--- src/hdl/utf8d_pkg.sv ---
// ----------------------------------------------------------------------------
// utf8d_pkg
// Shared types and constants for the byte-serial UTF-8 stream decoder.
// ----------------------------------------------------------------------------
`default_nettype none

package utf8d_pkg;

    // Field widths
    localparam int unsigned BYTE_W  = 8;
    localparam int unsigned CP_W    = 21;
    localparam int unsigned COUNT_W = 3;
    localparam int unsigned LEN_W   = 3;

    // Stream data widths, padded to whole bytes
    localparam int unsigned S_TDATA_W = 8;
    localparam int unsigned M_TDATA_W = 24;

    // Replacement character for malformed input
    localparam logic [CP_W-1:0] REPLACEMENT = 21'h00FFFD;

    // Sequence lengths
    localparam logic [LEN_W-1:0] LEN_IDLE = 3'd0;
    localparam logic [LEN_W-1:0] LEN_ONE  = 3'd1;
    localparam logic [LEN_W-1:0] LEN_TWO  = 3'd2;
    localparam logic [LEN_W-1:0] LEN_THR  = 3'd3;
    localparam logic [LEN_W-1:0] LEN_FOUR = 3'd4;

    // One decoded result on its way to the output register
    typedef struct packed {
        logic                valid;
        logic [CP_W-1:0]     code_point;
        logic [COUNT_W-1:0]  byte_count;
        logic                invalid;
    } t_result;

endpackage

`default_nettype wire

--- src/hdl/utf8d_in_reg.sv ---
// ----------------------------------------------------------------------------
// utf8d_in_reg
// Input register: captures one byte per transfer and hands it to the decoder
// core when the pipeline advances.
// ----------------------------------------------------------------------------
`default_nettype none

module utf8d_in_reg (
    input  wire logic                          i_clk,
    input  wire logic                          i_rst_n,
    input  wire logic                          i_s_tvalid,
    output logic                               o_s_tready,
    input  wire logic [utf8d_pkg::BYTE_W-1:0]  i_s_tdata,   // [7:0] in_byte
    input  wire logic                          i_advance,
    output logic                               o_valid,
    output logic [utf8d_pkg::BYTE_W-1:0]       o_byte
);

    logic                         r_valid;
    logic [utf8d_pkg::BYTE_W-1:0] r_byte;

    // Free when empty or when the held byte moves on this cycle
    assign o_s_tready = !r_valid || i_advance;

    // Valid flag
    always_ff @(posedge i_clk) begin
        if (!i_rst_n) begin
            r_valid <= 1'b0;
        end else if (o_s_tready) begin
            r_valid <= i_s_tvalid;
        end
    end

    // Payload, no reset
    always_ff @(posedge i_clk) begin
        if (o_s_tready && i_s_tvalid) begin
            r_byte <= i_s_tdata;
        end
    end

    assign o_valid = r_valid;
    assign o_byte  = r_byte;

endmodule

`default_nettype wire

--- src/hdl/utf8d_core.sv ---
// ----------------------------------------------------------------------------
// utf8d_core
// Decoder state (sequence length, bytes taken, accumulator) and the combinational
// decode of the current byte into an optional result.
// ----------------------------------------------------------------------------
`default_nettype none

module utf8d_core (
    input  wire logic                          i_clk,
    input  wire logic                          i_rst_n,
    input  wire logic                          i_step,
    input  wire logic [utf8d_pkg::BYTE_W-1:0]  i_byte,
    output utf8d_pkg::t_result                 o_result
);

    logic [utf8d_pkg::LEN_W-1:0]   r_exp_len, n_exp_len;
    logic [utf8d_pkg::LEN_W-1:0]   r_seen,    n_seen;
    logic [utf8d_pkg::CP_W-1:0]    r_acc,     n_acc;

    logic                          seq_open;
    logic [utf8d_pkg::LEN_W-1:0]   seen;
    logic [utf8d_pkg::LEN_W-1:0]   diff;
    logic [utf8d_pkg::CP_W-1:0]    cont_bits;
    logic [utf8d_pkg::CP_W-1:0]    acc_upd;

    // Only lengths two to four count as an open sequence
    assign seq_open = (r_exp_len >= utf8d_pkg::LEN_TWO) && (r_exp_len <= utf8d_pkg::LEN_FOUR);
    assign seen     = r_seen + utf8d_pkg::LEN_ONE;
    assign diff     = (r_exp_len > seen) ? (r_exp_len - seen) : utf8d_pkg::LEN_IDLE;

    // Place the six payload bits of a continuation byte
    always_comb begin
        case (diff)
            3'd1:    cont_bits = {9'd0,  i_byte[5:0], 6'd0};
            3'd2:    cont_bits = {3'd0,  i_byte[5:0], 12'd0};
            3'd3:    cont_bits = {i_byte[2:0], 18'd0};
            default: cont_bits = {15'd0, i_byte[5:0]};
        endcase
    end

    assign acc_upd = r_acc | cont_bits;

    // Decode
    always_comb begin
        n_exp_len           = utf8d_pkg::LEN_IDLE;
        n_seen              = utf8d_pkg::LEN_IDLE;
        n_acc               = '0;
        o_result.valid      = 1'b0;
        o_result.code_point = utf8d_pkg::REPLACEMENT;
        o_result.byte_count = utf8d_pkg::LEN_ONE;
        o_result.invalid    = 1'b0;
        if (!seq_open) begin
            if (!i_byte[7]) begin
                // ASCII passes straight through
                o_result.valid      = 1'b1;
                o_result.code_point = {13'd0, i_byte};
            end else if (i_byte[7:5] == 3'b110) begin
                n_exp_len = utf8d_pkg::LEN_TWO;
                n_seen    = utf8d_pkg::LEN_ONE;
                n_acc     = {10'd0, i_byte[4:0], 6'd0};
            end else if (i_byte[7:4] == 4'b1110) begin
                n_exp_len = utf8d_pkg::LEN_THR;
                n_seen    = utf8d_pkg::LEN_ONE;
                n_acc     = {5'd0, i_byte[3:0], 12'd0};
            end else if (i_byte[7:3] == 5'b11110) begin
                n_exp_len = utf8d_pkg::LEN_FOUR;
                n_seen    = utf8d_pkg::LEN_ONE;
                n_acc     = {i_byte[2:0], 18'd0};
            end else begin
                // Stray continuation or illegal lead
                o_result.valid   = 1'b1;
                o_result.invalid = 1'b1;
            end
        end else if (i_byte[7:6] != 2'b10) begin
            // Broken sequence: the offending byte is swallowed
            o_result.valid      = 1'b1;
            o_result.invalid    = 1'b1;
            o_result.byte_count = seen;
        end else if (seen >= r_exp_len) begin
            o_result.valid      = 1'b1;
            o_result.code_point = acc_upd;
            o_result.byte_count = r_exp_len;
        end else begin
            n_exp_len = r_exp_len;
            n_seen    = seen;
            n_acc     = acc_upd;
        end
    end

    // Sequence state
    always_ff @(posedge i_clk) begin
        if (!i_rst_n) begin
            r_exp_len <= utf8d_pkg::LEN_IDLE;
            r_seen    <= utf8d_pkg::LEN_IDLE;
            r_acc     <= '0;
        end else if (i_step) begin
            r_exp_len <= n_exp_len;
            r_seen    <= n_seen;
            r_acc     <= n_acc;
        end
    end

endmodule

`default_nettype wire

--- src/hdl/utf8d_out_reg.sv ---
// ----------------------------------------------------------------------------
// utf8d_out_reg
// Result register: holds one decoded code point until the downstream side
// takes the transfer.
// ----------------------------------------------------------------------------
`default_nettype none

module utf8d_out_reg (
    input  wire logic                            i_clk,
    input  wire logic                            i_rst_n,
    input  wire logic                            i_load,
    input  wire utf8d_pkg::t_result              i_result,
    output logic                                 o_advance,
    output logic                                 o_m_tvalid,
    input  wire logic                            i_m_tready,
    output logic [utf8d_pkg::M_TDATA_W-1:0]      o_m_tdata,  // [20:0] code_point, [23:21] byte_count
    output logic [0:0]                           o_m_tuser   // [0] invalid
);

    logic                              r_valid;
    logic [utf8d_pkg::CP_W-1:0]        r_cp;
    logic [utf8d_pkg::COUNT_W-1:0]     r_count;
    logic                              r_invalid;

    // Register may take a new result when empty or being drained
    assign o_advance = !r_valid || i_m_tready;

    always_ff @(posedge i_clk) begin
        if (!i_rst_n) begin
            r_valid <= 1'b0;
        end else if (o_advance) begin
            r_valid <= i_load && i_result.valid;
        end
    end

    always_ff @(posedge i_clk) begin
        if (o_advance && i_load && i_result.valid) begin
            r_cp      <= i_result.code_point;
            r_count   <= i_result.byte_count;
            r_invalid <= i_result.invalid;
        end
    end

    assign o_m_tvalid = r_valid;
    assign o_m_tdata  = {r_count, r_cp};
    assign o_m_tuser  = r_invalid;

endmodule

`default_nettype wire

--- src/hdl/utf8_stream_decoder_top.sv ---
// A completing byte passes from the input register through the combinational decode into the result register.
// Throughput: one byte per cycle while the result side is ready; the decode is a single pass between the input
// register and the result register.
// Back-pressure from the result side stalls both registers together.
// Reset (synchronous, active low) empties both registers and closes any open sequence.
// ----------------------------------------------------------------------------
// utf8_stream_decoder_top
// Byte-serial UTF-8 decoder with stream interfaces on both sides.
// ----------------------------------------------------------------------------
`default_nettype none

module utf8_stream_decoder_top (
    input  wire logic                            i_clk,
    input  wire logic                            i_rst_n,
    input  wire logic                            i_s_tvalid,
    output logic                                 o_s_tready,
    input  wire logic [utf8d_pkg::S_TDATA_W-1:0] i_s_tdata,  // [7:0] in_byte
    output logic                                 o_m_tvalid,
    input  wire logic                            i_m_tready,
    output logic [utf8d_pkg::M_TDATA_W-1:0]      o_m_tdata,  // [20:0] code_point, [23:21] byte_count
    output logic [0:0]                           o_m_tuser   // [0] invalid
);

    logic                          advance;
    logic                          in_valid;
    logic [utf8d_pkg::BYTE_W-1:0]  in_byte;
    logic                          step;
    utf8d_pkg::t_result            result;

    assign step = in_valid && advance;

    utf8d_in_reg u_in_reg (
        .i_clk      (i_clk),
        .i_rst_n    (i_rst_n),
        .i_s_tvalid (i_s_tvalid),
        .o_s_tready (o_s_tready),
        .i_s_tdata  (i_s_tdata),
        .i_advance  (advance),
        .o_valid    (in_valid),
        .o_byte     (in_byte)
    );

    utf8d_core u_core (
        .i_clk    (i_clk),
        .i_rst_n  (i_rst_n),
        .i_step   (step),
        .i_byte   (in_byte),
        .o_result (result)
    );

    utf8d_out_reg u_out_reg (
        .i_clk      (i_clk),
        .i_rst_n    (i_rst_n),
        .i_load     (in_valid),
        .i_result   (result),
        .o_advance  (advance),
        .o_m_tvalid (o_m_tvalid),
        .i_m_tready (i_m_tready),
        .o_m_tdata  (o_m_tdata),
        .o_m_tuser  (o_m_tuser)
    );

    // A flagged result always carries the replacement character
    a_invalid_is_repl: assert property (@(posedge i_clk) disable iff (!i_rst_n)
        o_m_tvalid && o_m_tuser[0] |-> o_m_tdata[20:0] == utf8d_pkg::REPLACEMENT)
        else $error("invalid result without replacement character");

    // Byte count stays within one to four
    a_count_range: assert property (@(posedge i_clk) disable iff (!i_rst_n)
        o_m_tvalid |-> o_m_tdata[23:21] >= 3'd1 && o_m_tdata[23:21] <= 3'd4)
        else $error("byte count out of range");

    // A good single-byte result is plain ASCII
    a_single_ascii: assert property (@(posedge i_clk) disable iff (!i_rst_n)
        o_m_tvalid && !o_m_tuser[0] && o_m_tdata[23:21] == 3'd1
        |-> o_m_tdata[20:7] == 14'd0)
        else $error("single-byte result above ASCII range");

    // A held byte is not lost while the result side is stalled
    a_hold_byte: assert property (@(posedge i_clk) disable iff (!i_rst_n)
        in_valid && !advance |=> in_valid && $stable(in_byte))
        else $error("held input byte dropped during stall");

endmodule

`default_nettype wire
--- config.mk ---
export PLATFORM = sky130hd
export DESIGN_NAME = utf8_stream_decoder_top
export DESIGN_NICKNAME = d
export VERILOG_FILES = /design/src/hdl/utf8d_pkg.sv /design/src/hdl/utf8d_in_reg.sv /design/src/hdl/utf8d_core.sv /design/src/hdl/utf8d_out_reg.sv /design/src/hdl/utf8_stream_decoder_top.sv
export SDC_FILE = /design/constraint.sdc
export NUM_CORES = 1
export LEC_CHECK = 0
export BUFFER_PORTS_ARGS = -buffer_cell sky130_fd_sc_hd__buf_4
export CORE_ASPECT_RATIO = 0.6
export CORE_MARGIN = 2
export CORE_UTILIZATION = 50
export DETAILED_ROUTE_END_ITERATION = 7
export PLACE_DENSITY = 0.71
export SYNTH_ARGS = -nofsm -noshare
export SYNTH_HDL_FRONTEND = slang
export SYNTH_SLANG_ARGS = --single-unit
export TNS_END_PERCENT = 1
--- constraint.sdc ---
create_clock -name i_clk -period 4.1 [get_ports i_clk]
set_input_delay 0.41 -clock i_clk [delete_from_list [all_inputs] [get_ports i_clk]]
set_output_delay 0.41 -clock i_clk [all_outputs]
set_load 0.005 [all_outputs]
After elaboration in Yosys (flattened, before gate mapping):

Index checks and enable logic that the tools add are counted.

* multiply operators: 0
* add/subtract/negate cells: 2
* muxes and demuxes: 36
* bitwise operators: 1
* reductions and logical operators: 10
* $lt $le $gt $ge: 4
* equality and inequality tests: 8
* div/mod/pow operators: 0
* shifts and indexed selects: 0

Operators with widths (count)
* $mux W21: 8
* $pmux W21 S3: 1
* $mux W3: 15
* $mux W25: 1
* $mux W22: 1
* $or A21 B21 Y21: 1
* $mux W16: 1
* $mux W1: 9
* $eq A3 B2 Y1 const B: 2
* $eq A5 B5 Y1 const B: 1
* $logic_and A1 B1 Y1: 5
* $eq A4 B4 Y1 const B: 1
* $add A3 B1 Y3 const B: 1
* $eq A3 B1 Y1 const B: 1
* $eq A3 B3 Y1 const B: 1
* $ge A3 B2 Y1 const B: 1
* $ge A3 B3 Y1: 1
* $gt A3 B3 Y1: 1
* $le A3 B3 Y1 const B: 1
* $ne A3 B3 Y1 const B: 1
* $sub A3 B3 Y3: 1
* $logic_not A1 Y1: 2
* $logic_or A1 B1 Y1: 2
* $ne A2 B2 Y1 const B: 1
* $reduce_and A2 Y1: 1

* word-level logic and storage cells: 70
* output and inout port bits: 27
* bits in registers: 62
* memory bits (read-only): 0
* memories: 0
* memory bits (writable): 0
* input bits: 12
* latch bits: 0

Depth between registers and ports, before layout:

* word-level depth: 10
* gate-level depth with buffers: 10
* gate-level depth less buffers: 8

Hierarchy:

A second synthesis with hierarchy kept.

* cell total of the unflattened synthesis: 276
* area total of the unflattened synthesis: 2961.6 µm²

Modules (own cells, without submodules)
* utf8d_core: sequential area each 540.5 µm², area each 1841.8 µm², times used 1, cells an instance 232
* utf8d_out_reg: sequential area each 770.7 µm², area each 815.8 µm², times used 1, cells an instance 30
* utf8d_in_reg: sequential area each 260.2 µm², area each 297.8 µm², times used 1, cells an instance 13
* utf8_stream_decoder_top: sequential area each 0.0 µm², area each 6.3 µm², times used 1, cells an instance 1

Worst setup path before layout:

Ideal clock, no wire load.

* path type: register -> register
* start point: reg u_core.r_seen[0] (netlist name)
* end point: reg u_out_reg.r_invalid, in the netlist u_out_reg.o_m_tuser (enable)
* setup time: 0.407 ns
* cell stages (with the launch flop): 9
* clock period less this slack: 3.281 ns
* setup slack: 0.819 ns
* required time: 3.693 ns
* arrival time: 2.874 ns
* buffers on the path: 0
* cells stage by stage: dfxtp_1 ha_1 inv_1 ha_1 nor2b_1 o211ai_1 a31oi_2 nand2b_1 nor2_1

* word-level cells in the longest chain between the ends: 6

RTL lines
* start, declared: RTL line utf8d_core.sv:17 `logic [utf8d_pkg::LEN_W-1:0] r_seen, n_seen;`
* start signal, assigned: RTL line utf8d_core.sv:94 `r_seen <= utf8d_pkg::LEN_IDLE;`
* start signal, assigned: RTL line utf8d_core.sv:98 `r_seen <= n_seen;`
* $add A3 B1 Y3: RTL line utf8d_core.sv:28 `assign seen = r_seen + utf8d_pkg::LEN_ONE;`
* $ge A3 B3 Y1: RTL line utf8d_core.sv:79 `end else if (seen >= r_exp_len) begin`
* $mux W25: RTL line utf8d_core.sv:79
* $mux W1: RTL line utf8d_core.sv:74 `end else if (i_byte[7:6] != 2'b10) begin`
* $mux W22: RTL line utf8d_core.sv:52 `if (!seq_open) begin`
* $logic_and A1 B1 Y1: RTL line utf8d_out_reg.sv:37 `if (o_advance && i_load && i_result.valid) begin`
* end signal, assigned: RTL line utf8d_out_reg.sv:40 `r_invalid <= i_result.invalid;`
* end, declared: RTL line utf8d_out_reg.sv:23 `logic r_invalid;`

No other way between the ends.
A chain may end at the register's enable or synchronous reset.

Final worst setup path:

* start point: reg u_core.r_seen[0] (netlist name)
* end point: reg u_out_reg.r_cp[10] (netlist name) (enable)

* word-level cells in the longest chain between the ends: 6

RTL lines
* $add A3 B1 Y3: RTL line utf8d_core.sv:28
* $ge A3 B3 Y1: RTL line utf8d_core.sv:79
* $mux W25: RTL line utf8d_core.sv:79
* $mux W1: RTL line utf8d_core.sv:74
* $mux W22: RTL line utf8d_core.sv:52
* $logic_and A1 B1 Y1: RTL line utf8d_out_reg.sv:37
* end signal, assigned: RTL line utf8d_out_reg.sv:38 `r_cp <= i_result.code_point;`
* end, declared: RTL line utf8d_out_reg.sv:21 `logic [utf8d_pkg::CP_W-1:0] r_cp;`

No other way between the ends.

==> impl_metrics.env <==
export IMPL_dp_slack_ns=1.32
export IMPL_drt_vias_per_instance=5.61
export IMPL_end_kind="flop"
export IMPL_dpl_hpwl_um=4260
export IMPL_tns_ns=0
export IMPL_drtAntennaViolNets=0
export IMPL_io_pins=39
export IMPL_crit_path_start_kind="flop"
export IMPL_syn_num_nets=284
export IMPL_drc_errors=0
export IMPL_worst_ep_arrival_time_ns=2.84
export IMPL_drive_gt1_frac=0.224
export IMPL_stdcell_area_um2=3340
export IMPL_place_congestion=0.916
export IMPL_cap_violations=0
export IMPL_outcome="complete, no violations"
export IMPL_crit_required_ns=4.14
export IMPL_hold_viol_final=0
export IMPL_port_buffers=38
export IMPL_syn2layout_area_growth_pct=16.1
export IMPL_antenna_found_initial=0
export IMPL_clock_sinks=62
export IMPL_rows=21
export IMPL_fp_dieH_um=62.8
export IMPL_hold_buffers=0
export IMPL_relSlewSlack=0.330
export IMPL_clock_path_buffers=2
export IMPL_synth_top_flop_cell="edfxtp_1"
export IMPL_cts_tree="yes"
export IMPL_grt_pass1_vias=1980
export IMPL_synthesis_area_um2=2880
export IMPL_grt_overflow_total=0
export IMPL_clkLatencyLatePin_ns=0.34
export IMPL_root_buffer="clkbuf_8"
export IMPL_max_freq_ghz=0.357
export IMPL_drtPass1Iterations=5
export IMPL_synth_enable_flop_cells=33
export IMPL_leakage_nw=1.21
export IMPL_worst_pin_slew_ns=1.00
export IMPL_stdcell_count=384
export IMPL_post_drt_wl_per_cell_um=15.9
export IMPL_num_antenna_cells=0
export IMPL_layout_setup_ws_ns=1.30
export IMPL_wl_um=6090
export IMPL_final_setup_viol_count=0
export IMPL_core_area_um2=5570
export IMPL_avgSynthCellArea_um2=10.7
export IMPL_rsz0062_at_grt="false"
export IMPL_grt_max_degree=29
export IMPL_nFillCells=485
export IMPL_clkTransAtPathRegs_ns=0.07
export IMPL_synthDistinctLibCells=49
export IMPL_skew_ns=0.00642
export IMPL_postSynthCellCount=268
export IMPL_criticalPathCategory="flop to flop"
export IMPL_vias=2155
export IMPL_drt_initial_drc_count=161
export IMPL_ys_ff_latch=62
export IMPL_die_area_um2=6400
export IMPL_slew_violations=0
export IMPL_yosysWarnings=0
export IMPL_dpl_cell_area_um2=3180
export IMPL_grt_pass1_wl_um=10300
export IMPL_fin_nets=316
export IMPL_dp_cells=369
export IMPL_htreeDepth=3
export IMPL_layout_common_cells="42 x buf_4, 33 x edfxtp_1, 29 x dfxtp_1, 24 x nand2_1, 18 x nor2_1"
export IMPL_ir_drop_mv=0.299
export IMPL_grtUsageTotal=0.213
export IMPL_period_share=0.683
export IMPL_power_density_nw_per_um2=380
export IMPL_layout_commonest_cell="buf_4"
export IMPL_cts_buffers=9
export IMPL_die_w_um=102
export IMPL_async_reset_ff_frac=0
export IMPL_hold_slack_ns=0.242
export IMPL_postCtsSetupRepairBufs=0
export IMPL_postCtsResizedCells=0
export IMPL_yosysSeqAreaShare=0.546
export IMPL_critPathMaxFanout=12
export IMPL_start_util=0.516
export IMPL_period_minus_slack_ns=2.80
export IMPL_hold_path_class="input port to flop"
-- sequential cells by signal (all words and copies together) (netlist names) --
name and flops:
u_core.r_exp_len 3, u_in_reg.o_byte 8, u_out_reg.o_m_tuser 1, u_out_reg.o_m_tvalid 1
u_in_reg.o_valid 1, u_out_reg.r_count 3, u_core.r_seen 3, u_core.r_acc 21
u_out_reg.r_cp 21
-- metrics by stage --
stage | util | power (W)
final | 0.600 | 0.00127
after global routing | 0.600 | 0.00132
after detailed placement | 0.572 | 0.000845
after global placement | 0.572 | 0.000841
after CTS | 0.600 | 0.00128
after floorplan | - | 0.000798
-- critical path, stage by stage (launching register included) --
cell	delay, ns
dfxtp_1	0.34
ha_1	0.37
inv_1	0.06
ha_1	0.35
nor2b_1	0.19
o211ai_1	0.29
a31oi_2	0.22
nand2b_1	0.26
nor2_2	0.18
buf_4	0.23
-- cell type report --
cell class,instances,area (um^2),share of cell area
flip-flops and latches,62,1570,0.471
multi-input cells,176,1160,0.348
repair buffers,42,315,0.0944
clock buffers,10,128,0.0382
well taps,80,100,0.0300
inverters,9,33.8,0.0101
clock inverters,5,27.5,0.00824
-- per-layer routing --
| layer | GRT usage | vias up | routed length (um) |
|---|---|---|---|
| li1 | - | 1050 | - |
| met1 | 0.320 | 1013 | 2970 |
| met2 | 0.290 | 83 | 2550 |
| met3 | 0.0738 | 9 | 486 |
| met4 | 0.0617 | 0 | 85 |
| met5 | 0 | - | 0 |
-- logic make-up (layout without fill, tap and decap cells) --
family                   after synthesis  count (layout)  synth area share
AO/OA/AOI/OAI                         86              86             0.214
XOR/XNOR                               4               4            0.0222
adder cells (fa/ha/maj)                5               5            0.0239
buffers and inverters                 30              66            0.0500
flip-flops                            62              62             0.546
AND/OR/NAND/NOR                       81              81             0.144
-- Yosys cell counts (2+ instances only) --
| cell | count | area [um^2] |
|---|---|---|
| nand2_1 | 24 | 90.1 |
| o22a_1 | 2 | 17.5 |
| a21oi_2 | 4 | 35.0 |
| a21oi_1 | 15 | 75.1 |
| a22o_1 | 4 | 35.0 |
| o211ai_1 | 2 | 15.0 |
| nand3_1 | 9 | 45.0 |
| o211a_1 | 3 | 30.0 |
| buf_6 | 3 | 33.8 |
| nor2b_1 | 6 | 37.5 |
| clkbuf_1 | 10 | 37.5 |
| o22ai_1 | 6 | 37.5 |
| dfxtp_1 | 29 | 581 |
| and2_1 | 3 | 18.8 |
| a32o_1 | 4 | 40.0 |
| o21ai_0 | 9 | 45.0 |
| nor3b_1 | 2 | 15.0 |
| nand4_1 | 3 | 18.8 |
| a21boi_1 | 3 | 22.5 |
| inv_1 | 9 | 33.8 |
| nand2b_1 | 5 | 31.3 |
| and3_1 | 3 | 18.8 |
| o21a_1 | 11 | 82.6 |
| xnor2_2 | 2 | 32.5 |
| a31oi_1 | 7 | 43.8 |
| ha_1 | 3 | 37.5 |
| buf_2 | 7 | 35.0 |
| a21o_1 | 2 | 15.0 |
| edfxtp_1 | 33 | 991 |
| o21ai_1 | 4 | 20.0 |
| nor2_1 | 19 | 71.3 |
| a221oi_1 | 5 | 43.8 |
-- final timing paths --
kind                        endpoint  slack [ns]  cells past startpoint             start
hold reg to reg      u_core.r_acc[1]        0.46                      2   u_core.r_acc[1]
hold / removal    u_in_reg.o_byte[7]        0.24                      1      i_s_tdata[7]
setup / recovery  u_out_reg.r_cp[10]        1.30                      9  u_core.r_seen[0]
setup reg to reg  u_out_reg.r_cp[10]        1.30                      9  u_core.r_seen[0]
-- power breakdown --
part           switching (W)  internal [W]
combinational      0.0000753     0.0000564
clock               0.000226      0.000210
sequential         0.0000194      0.000681
total               0.000320      0.000947
No activity file was read; power rests on OpenSTA's default activity.
